===== src/rtl/pmsu_pkg.sv =====
// ----------------------------------------------------------------------------
// pmsu_pkg
// types, constants and helpers shared by the potts site update block
// ----------------------------------------------------------------------------
`default_nettype none

package pmsu_pkg;

	// lattice geometry: side is a power of two so wrap is plain coordinate overflow
	localparam int SIDE    = 64;
	localparam int COORD_W = $clog2(SIDE);
	localparam int DEPTH   = SIDE * SIDE;
	localparam int ADDR_W  = $clog2(DEPTH);
	localparam int SPIN_W  = 2;
	localparam int FRAC_W  = 32;
	localparam int CHG_W   = 4;
	localparam int NUM_THR = 4;
	localparam int CFG_IDX_W = 3;

	// configuration register indexes
	localparam logic [CFG_IDX_W-1:0] REG_THR1 = 3'd0;
	localparam logic [CFG_IDX_W-1:0] REG_THR2 = 3'd1;
	localparam logic [CFG_IDX_W-1:0] REG_THR3 = 3'd2;
	localparam logic [CFG_IDX_W-1:0] REG_THR4 = 3'd3;

	// command codes, the unused code behaves as a read
	typedef enum logic [1:0] {
		CMD_WRITE  = 2'd0,
		CMD_UPDATE = 2'd1,
		CMD_READ   = 2'd2,
		CMD_SPARE  = 2'd3
	} cmd_t;

	typedef logic [SPIN_W-1:0] spin_t;
	typedef logic [COORD_W-1:0] coord_t;
	typedef logic [ADDR_W-1:0] addr_t;
	typedef logic [NUM_THR-1:0][FRAC_W-1:0] thr_arr_t;
	typedef spin_t [3:0] nbr_arr_t;

	// outcome of one metropolis evaluation
	typedef struct packed {
		spin_t                   prop;
		logic                    acc;
		logic signed [CHG_W-1:0] change;
	} eval_res_t;

	// row-major site address
	function automatic addr_t site_addr(input coord_t row, input coord_t col);
		site_addr = {row, col};
	endfunction

	// spin value reduced into the three legal states
	function automatic spin_t spin_mod3(input spin_t s);
		spin_mod3 = (s == 2'd3) ? 2'd0 : s;
	endfunction

endpackage

`default_nettype wire


===== src/rtl/pmsu_eval.sv =====
// ----------------------------------------------------------------------------
// pmsu_eval
// neighbor match counting and metropolis acceptance decision
// ----------------------------------------------------------------------------
`default_nettype none

module pmsu_eval
	import pmsu_pkg::*;
(
	input  wire spin_t              cur,
	input  wire nbr_arr_t           nbr,
	input  wire logic               pick,
	input  wire logic [FRAC_W-1:0]  draw,
	input  wire thr_arr_t           thr,
	output eval_res_t               res
);

	logic [2:0]              prop_sum;
	spin_t                   prop;
	logic [2:0]              m_cur;
	logic [2:0]              m_prop;
	logic signed [CHG_W-1:0] change;
	logic [1:0]              thr_sel;

	// proposed spin: current plus one or two, modulo three
	always_comb begin
		prop_sum = {1'b0, cur} + 3'd1 + {2'b00, pick};
		prop     = (prop_sum >= 3'd3) ? 2'(prop_sum - 3'd3) : prop_sum[1:0];
	end

	// count matching neighbors
	always_comb begin
		m_cur  = '0;
		m_prop = '0;
		for (int k = 0; k < 4; k++) begin
			m_cur  = m_cur + {2'b00, (nbr[k] == cur)};
			m_prop = m_prop + {2'b00, (nbr[k] == prop)};
		end
	end

	// a fall of d selects threshold d, index is ~change for negative change
	always_comb begin
		change  = $signed({1'b0, m_prop}) - $signed({1'b0, m_cur});
		thr_sel = ~change[1:0];
		res.prop   = prop;
		res.change = change;
		res.acc    = !change[CHG_W-1] || (draw < thr[thr_sel]);
	end

endmodule

`default_nettype wire


===== config.mk =====
export PLATFORM = sky130hd
export DESIGN_NAME = pmsu_eval
export DESIGN_NICKNAME = d
export VERILOG_FILES = /design/src/rtl/pmsu_pkg.sv /design/src/rtl/pmsu_eval.sv
export SDC_FILE = /design/constraint.sdc
export NUM_CORES = 1
export LEC_CHECK = 0
export BUFFER_PORTS_ARGS = -buffer_cell sky130_fd_sc_hd__buf_2
export CORE_MARGIN = 10
export CORE_UTILIZATION = 35
export DETAILED_ROUTE_END_ITERATION = 8
export PLACE_DENSITY_LB_ADDON = 0.1
export SLEW_MARGIN = 20
export SYNTH_ARGS = -nofsm -noshare
export SYNTH_HDL_FRONTEND = slang
export SYNTH_SLANG_ARGS = --single-unit

===== constraint.sdc =====
create_clock -name vclk -period 14.1
set_clock_uncertainty 0.05 [all_clocks]
set_input_delay 2.82 -clock vclk [all_inputs]
set_output_delay 2.82 -clock vclk [all_outputs]
set_load 0.1 [all_outputs]

---- Word-level counts from Yosys, hierarchy flattened ----
Index checks and enable logic that the tools add are counted.
cells by class
  bitwise operators ....................... 1
  muxes and demuxes ....................... 3
  equality and inequality tests ........... 8
  add/sub/neg operators ................... 10
  order comparisons ....................... 3
  reductions and logical operators ........ 2
operators with widths
  operator               count
  $bmux W32 S2           1
  $lt A32 B32 Y1         1
  $mux W32               1
  $eq A2 B2 Y1           8
  $add A3 B1 Y3          3
  $add A2 B1 Y3          2
  $add A1 B1 Y2          2
  $sub A3 B3 Y4          1
  $add A2 B1 Y3 const B  1
  $ge A3 B2 Y1 const B   1
  $lt A2 B3 Y1 const B   1
  $mux W2                1
  $not A2 Y2             1
  $sub A2 B2 Y2 const B  1
  $logic_not A1 Y1       1
  $logic_or A1 B1 Y1     1
word-level totals
  register bits ........................... 0

---- Depth between registers and ports, before layout ----
Gate-level depths: netlist of the first run.
  depth in word-level cells ............... 14
  depth in mapped cells ................... 26

---- Least setup slack after synthesis of the first run ----
OpenSTA, ideal clock, no wires.
  path type ............................... input -> output
  from .................................... input cur[0]
  to ...................................... output res[4] in the netlist's numbering
  stages on the path ...................... 22
  setup slack ............................. 0.554 ns
  required time ........................... 11.230 ns
  buffers on the path ..................... 3
  arrival ................................. 10.676 ns
  cell sequence ........................... clkbuf_1 inv_1 ha_1 fa_1 xor2_1 xnor2_1 nand2_1 fa_1 inv_1 fa_1 ha_1 buf_4 buf_2 mux4_2 inv_1 ha_1 a211oi_1 nor2_1 nor3_1 a21oi_1 o41ai_1 a21bo_1
RTL lines
  item                line             text
  start: declaration  pmsu_eval.sv:10  input wire spin_t cur,
  end: declaration    pmsu_eval.sv:15  output eval_res_t res

==> flow_summary.toml, run 1 <==
[global_routing]
grt_pass1_vias = 2355
grt.overflow.total = 0
antenna_found_initial = 0
grt_pass1_wl_mm = 11.0
grt_usage_pct = 14.6
grt_max_degree = 24

[clocking]
cts_setup_buffers = 0
ctsHoldBuffers = 0
postCtsResizedCells = 0

[final_layout]
finalNetCount = 590
clock_buffers = 0
final_cell_mix = "buf_2 (178), inv_1 (42), ha_1 (34), mux4_2 (31)"
syn_to_final_growth_pct = 48.6
drive_gt1_share_pct = 56.4
n_antenna_cell = 0
final_common_cell = "buf_2"
seq_cell_count = 0
seq_area_um2 = 0

[route]
via_per_inst = 4.88
ant_nets = 0
first_pass_iters = 4
num_vias = 2188
drc_errors = 0
wirelength_mm = 7.23
drt_iter0_markers = 30
wl_per_cell_um = 16.1

[die]
fp.dieW_um = 94.8
placementRows = 27
initial_core_util_pct = 35.8
boundaryPins = 178
die_area_mm2 = 0.00900
core_region_area_mm2 = 0.00547
die_h_um = 94.8

[setup_path]
slowest_delay_ns = 1.08
required_ns = 11.23
startpoint = "cur[0]"
critPathLaunchType = "input port"
crit_chain = "buf_2, inv_1, ha_1, fa_1, xor2_1, xnor2_1, nand2_1, fa_1, inv_1, fa_1, ha_2, inv_1, fa_1, buf_4, mux4_2, inv_1, ha_1, a21oi_1, nor2_1, a211oi_1, o21ai_0, o41ai_1, a21bo_1, buf_2"
crit_arrival_ns = 9.29
critPathMaxFanout = 20
endpoint_kind = "output port"
worst_path_max_delay_cell = "fa_1"
critPathKind = "input port to output port"

[synth]
synth_adder_area_share_pct = 28.5
synthSimpleGateAreaFrac_pct = 8.17
synth_xor_area_share_pct = 8.04
synthMuxAreaShare_pct = 36.6
synth_compound_area_share_pct = 8.36
syn_nets = 418
netlist_area_mm2 = 0.00196
synth-seq-area-share_pct = 0
synth_cells = 206
yosys_warnings = 0
ys_types = 28
syn_avg_cell_area_um2 = 9.52
synth_top_family_by_area = "multiplexers"

[sta]
fin_tns_setup_ns = 0
min_period_ns = 12.16
rsz0062_at_grt = "false"
final.period_utilization_pct = 86.2
hold_slack_ns = 6.28
setup_viol = 0
worstMarginPinSlew_ns = 0.901
hold_viol_final = 0
relSlewSlack_pct = 39.9
final_max_slew_viol_count = 0
max_freq_ghz = 0.0823

[worst_hold_path]
hp-start = "draw[31]"
worstHoldPathType = "input port to output port"

[place]
hpwl_mm = 6.87
io_buffer_count = 178
gp_congestion = 0.847

[outcome]
outcome = "completed"

[job]
cap_violations = 0
[routing by layer]
layer	global-route usage [%]	part of all wire [%]	wire, µm	up-vias
met3	5.15	11	795	0
met4	0	0	0	0
met2	27.5	52	3790	96
met5	0	0	0	-
li1	-	-	-	1091
met1	16.4	37	2650	1001
[path summary, 6_finish.rpt]
check  slack, ns     end  cells after the start
min         6.28  res[4]                      5
max         1.94  res[4]                     24
[worst max-delay path: cells and delay by family]
family                   cells  cell delay, ns
AO/OA/AOI/OAI                5            0.91
buffers and inverters        7            1.16
XOR/XNOR                     2            0.62
adder cells (fa/ha/maj)      7            3.30
multiplexers                 1            0.31
AND/OR/NAND/NOR              2            0.15
[kinds of logic (layout without fill, tap and decap cells)]
family                   count (synthesis)  count (layout)
multiplexers                            33              33
buffers and inverters                   52             222
adder cells (fa/ha/maj)                 41              41
AND/OR/NAND/NOR                         35              35
AO/OA/AOI/OAI                           27              27
XOR/XNOR                                18              18
[through the flow]
stage	area, µm²	util [%]	std cells	setup WS (ns)
6_report	2910	53.2	448	1.94
5_1_grt	2910	53.2	448	1.50
4_1_cts	2910	53.2	448	1.82
3_5_place_dp	2910	53.2	448	1.81
3_3_place_gp	2910	53.2	448	1.96
2_1_floorplan	1960	-	206	0.554
[cell usage after synthesis, drive strengths merged]
cell | count | area (µm²)
nand3 | 3 | 15.0
fa | 6 | 120
o311ai | 1 | 8.76
o41ai | 1 | 8.76
ha | 35 | 438
buf | 7 | 33.8
a21o | 1 | 7.51
o21ai | 7 | 35.0
nor3 | 2 | 10.0
mux2i | 2 | 20.0
a21oi | 11 | 55.1
or3 | 1 | 6.26
nand4 | 6 | 37.5
xnor2 | 6 | 52.6
a21bo | 1 | 10.0
xor2 | 12 | 105
nor2 | 12 | 45.0
mux4 | 31 | 698
nor2b | 2 | 12.5
inv | 42 | 158
o31a | 1 | 8.76
o21a | 1 | 7.51
nand2 | 9 | 33.8
clkbuf | 3 | 11.3
a211oi | 3 | 22.5
[layout make-up]
cell class | count | area, µm²
Fill cell | 556 | 2560
Inverter | 42 | 158
Multi-Input combinational cell | 154 | 1760
Tap cell | 72 | 90.1
Timing Repair Buffer | 180 | 906
Power of run 1 is left out: the tool's default activity adds up to more than one toggle a clock period on the data nets, which glitch-free logic cannot reach.
==> inputs of run 2 (changes only) <==
Settings changed: ABC_AREA set to 1, CORE_UTILIZATION 35 to 40.
==> run 2 against run 1 <==
  * Via count up 28%
  * Sequential share of layout area unchanged
  * Design area up 1.7%
  * Global-route usage grew 2.7 points
  * First-iteration DRC count increased to 3.1 times the previous value
  * Sequential cell count is the same
  * Synthesized cell count rose by 64%
  * Non-clock buffer count shrank 1
  * Critical path depth increased by 1
  * Count of clock-buffer cells in the layout unchanged
  * Setup slack better by 0.23 ns
  * Routed wire length rose by 13%
  * Largest cell class unchanged
  * Highest routed layer is now met4
==> flow_summary.toml, run 2 <==
[setup_path]
crit_arrival_ns = 9.06
critPathKind = "input port to output port"
path_buf_inv = 6
cp_top_family = "adder cells"
worst_path_max_delay_cell = "inv_2"
cp_common_cell = "fa_1"
slowest_delay_ns = 0.68
endpoint_kind = "output port"
required_ns = 11.23
critPathMaxFanout = 54
critPathLaunchType = "input port"

[final_layout]
drive_gt1_share_pct = 37.1
syn_to_final_growth_pct = 43.8
clock_buffers = 0
final_common_cell = "buf_2"
seq_cell_count = 0
seq_area_um2 = 0
final_cell_mix = "buf_2 (178), nand2_1 (132), a21oi_1 (48), ha_1 (34), a32o_1 (31)"
finalNetCount = 710
fill_cells = 496
n_antenna_cell = 0

[synth]
synth-seq-area-share_pct = 0
synth_xor_area_share_pct = 7.16
yosys.area.top_type = "nand2_1"
synth_top_family_by_area = "compound AO/OA/AOI/OAI gates"
synth_cells = 338
ys_top_cells_by_area = "nand2_1 (24%), ha_1 (21%), a32o_1 (15%), a21oi_1 (12%), fa_1 (5.8%)"
ys_types = 21
syn_avg_cell_area_um2 = 6.10
netlist_area_mm2 = 0.00206
synth_adder_area_share_pct = 27.1
yosys-top-cells-count = "nand2_1 (132), a21oi_1 (48), ha_1 (35)"
synth_most_common_cell = "nand2_1"
synth_compound_area_share_pct = 29.9
synthSimpleGateAreaFrac_pct = 27.3
synthMuxAreaShare_pct = 0
synth_top_area_share_pct = 24.0
yosys_warnings = 0
syn_nets = 550

[die]
fp.dieW_um = 91.8
initial_core_util_pct = 40.9
die_area_mm2 = 0.00842
core_region_area_mm2 = 0.00504
placementRows = 26
die_h_um = 91.8
boundaryPins = 178

[sta]
max_freq_ghz = 0.0838
relSlewSlack_pct = 35.5
min_period_ns = 11.93
setup_viol = 0
fin_tns_setup_ns = 0
hold_viol_final = 0
rsz0062_at_grt = "false"
final.period_utilization_pct = 84.6
final_max_slew_viol_count = 0
worstMarginPinSlew_ns = 0.967

[global_routing]
gr-usage-met2_pct = 30.9
grt_use_met1_pct = 21.3
grt_pass1_wl_mm = 12.8
grt-busiest-layer = "met2"
antenna_found_initial = 0
gr-usage-met3_pct = 4.32
grt_max_degree = 66
grt_usage_pct = 17.3
grt_pass1_vias = 2771
grt.overflow.total = 0

[route]
wirelength_mm = 8.17
ant_nets = 0
wl_per_cell_um = 14.4
via_per_inst = 4.96
drc_errors = 0
first_pass_iters = 4
drt_iter0_markers = 94
num_vias = 2807

[outcome]
outcome = "completed"

[worst_hold_path]
hp-start = "draw[31]"
min_path_cells = 8
hold_end = "res[4]"
worstHoldPathType = "input port to output port"

[clocking]
ctsHoldBuffers = 0
postCtsResizedCells = 0
cts_setup_buffers = 0

[place]
hpwl_mm = 6.95
gp_congestion = 0.843
io_buffer_count = 178

[job]
cap_violations = 0
==> run 2: changes by cell type after synthesis, sizes merged, moves of 3 or more <==
cell / delta
nand2: +123
a21oi: +37
a32o: +31
mux4: -31
inv: -18
clkbuf: +16
buf: -5
nand4: -3
nor2: -3
==> run 2: worst max path at each step <==
stage,slack (ns),from,depth (start not counted),end
finish,2.17,cur[0],25,res[4]
global route,1.80,cur[0],25,res[4]
CTS,2.14,cur[0],25,res[4]
detailed placement,2.14,cur[0],25,res[4]
global placement,2.31,cur[0],25,res[4]
floorplan,1.23,cur[0],24,res[4]
==> run 2: cell type report <==
cell class / instances / area (µm²) / area share [%]
Inverter: 24 / 90.1 / 3.04
Multi-Input combinational cell: 293 / 1890 / 63.7
Tap cell: 70 / 87.6 / 2.96
Timing Repair Buffer: 179 / 898 / 30.3
==> run 2: cells by family (layout without fill, tap and decap cells) <==
kind of cell               Yosys count  in the layout
and+or+nand+nor                    147            147
AOI/OAI and AO/OA                   89             89
xor gates and xnor gates            16             16
buffers and inverters               45            203
adders and majority gates           41             41
==> run 2: stage by stage <==
| stage | utilization [%] | setup slack, ns | cell area (µm²) | hold slack (ns) | std cells |
|---|---|---|---|---|---|
| 2_1_floorplan | - | 1.23 | 2060 | 6.21 | 338 |
| 4_1_cts | 58.8 | 2.14 | 2960 | 6.36 | 566 |
| 6_report | 58.8 | 2.17 | 2960 | 6.35 | 566 |
| 3_3_place_gp | 58.8 | 2.31 | 2960 | 6.35 | 566 |
| 5_1_grt | 58.8 | 1.80 | 2960 | 6.42 | 566 |
| 3_5_place_dp | 58.8 | 2.14 | 2960 | 6.36 | 566 |
==> run 2: routing by layer <==
| layer | share of wire, % | up-vias |
|---|---|---|
| met3 | 9.4 | 4 |
| met1 | 42 | 1208 |
| met4 | 0.70 | 0 |
| li1 | - | 1490 |
| met5 | 0 | - |
| met2 | 48 | 105 |
Power of run 2 is left out for the same reason.
==> inputs of run 3 (changes only) <==
Settings changed: CORE_UTILIZATION 40 to 37.
Clock period 14.1 ns to 10.2 ns, I/O delays scaled along.
==> run 3 against run 2 <==
  * Cell count rose by 1.2%
  * Critical path type unchanged
  * Non-clock buffer count increased by 4
  * Critical path depth rose by 1
  * Die area is 6.3% higher
  * First-iteration DRC count down 29%
  * Global-route usage decreased by 0.94 points
  * Utilization is 2.7 points lower
==> flow_summary.toml, run 3 (synthesis results as in run 2) <==
[setup_path]
startpoint = "cur[0]"
critPathLaunchType = "input port"
critPathMaxFanout = 29
critPathKind = "input port to output port"
crit_arrival_ns = 7.43
required_ns = 8.11
endpoint_kind = "output port"

[sta]
final_max_slew_viol_count = 0
relSlewSlack_pct = 57.7
rsz0062_at_grt = "false"
final.period_utilization_pct = 93.4
max_freq_ghz = 0.105
hold_viol_final = 0
min_period_ns = 9.52
worstMarginPinSlew_ns = 0.634
fin_tns_setup_ns = 0
setup_viol = 0

[global_routing]
grt_max_degree = 66
grt_pass1_vias = 2824
grt.overflow.total = 0
grt_usage_pct = 16.4
antenna_found_initial = 0
grt_pass1_wl_mm = 12.6

[die]
die_h_um = 94.6
initial_core_util_pct = 37.9
core_region_area_mm2 = 0.00544
placementRows = 27
fp.dieW_um = 94.6
die_area_mm2 = 0.00895
boundaryPins = 178

[place]
gp_congestion = 0.838
io_buffer_count = 178
hpwl_mm = 7.05

[final_layout]
seq_cell_count = 0
final_cell_mix = "buf_2 (177), nand2_1 (131), a21oi_1 (48), ha_1 (34), a32o_1 (31)"
drive_gt1_share_pct = 37.8
finalNetCount = 714
seq_area_um2 = 0
clock_buffers = 0
final_common_cell = "buf_2"
fill_cells = 585
syn_to_final_growth_pct = 48.1

[route]
first_pass_iters = 5
wl_per_cell_um = 14.3
ant_nets = 0
wirelength_mm = 8.19
drc_errors = 0
num_vias = 2858
drt_iter0_markers = 67
via_per_inst = 4.99

[clocking]
postCtsResizedCells = 0
ctsHoldBuffers = 0
cts_setup_buffers = 0

[worst_hold_path]
hp-start = "draw[31]"
hold_end = "res[4]"
min_path_cells = 8
worstHoldPathType = "input port to output port"

[outcome]
outcome = "completed"

[job]
cap_violations = 0
==> run 3: worst max-delay path: stages <==
cell	delay, ns
buf_2	0.15
inv_1	0.07
ha_1	0.39
fa_1	0.56
xor2_4	0.26
xor2_1	0.17
nand2_1	0.09
fa_1	0.50
inv_1	0.05
fa_1	0.53
ha_2	0.16
inv_1	0.05
fa_1	0.46
inv_2	0.07
buf_4	0.27
a21oi_1	0.07
a32o_1	0.23
ha_1	0.29
a21oi_1	0.13
nor2_1	0.05
a211oi_1	0.16
a21oi_1	0.10
a211oi_1	0.19
nand2_1	0.12
nand2_4	0.08
buf_12	0.17
==> run 3: cell type report <==
class                      count  area, µm²  area share (%)
multi-input combinational    293       1910            62.7
timing repair buffer         183        956            31.3
inverter                      24       90.1            2.95
tap                           72       90.1            2.95
antenna                        1       2.50          0.0820
==> run 3: worst max path at each step <==
| stage | depth (start not counted) | to | slack [ns] |
|---|---|---|---|
| after global routing | 26 | res[4] | 0.28 |
| after floorplan | 24 | res[4] | 0.09 |
| after CTS | 26 | res[4] | 0.60 |
| after global placement | 26 | res[4] | 0.72 |
| final | 26 | res[4] | 0.68 |
| after detailed placement | 26 | res[4] | 0.61 |
==> run 3: layer usage <==
metal	global-route usage (%)	vias to the layer above	routed length, µm	share of wire, %
li1	-	1495	-	-
met1	18.0	1255	3130	38
met2	30.5	108	4120	50
met3	6.11	0	939	11
met4	0.623	0	0	0
met5	0	-	0	0
==> run 3: per-stage QoR <==
stage / setup slack, ns / utilization, % / std cells / cell area [µm²] / hold WS, ns
2_1_floorplan: 0.0942 / - / 338 / 2090 / 4.51
3_3_place_gp: 0.715 / 56.1 / 572 / 3050 / 4.75
3_5_place_dp: 0.610 / 56.1 / 572 / 3050 / 4.75
4_1_cts: 0.600 / 56.1 / 572 / 3050 / 4.74
5_1_grt: 0.283 / 56.1 / 572 / 3050 / 4.82
6_report: 0.677 / 56.1 / 573 / 3050 / 4.73
Power of run 3 is left out for the same reason.
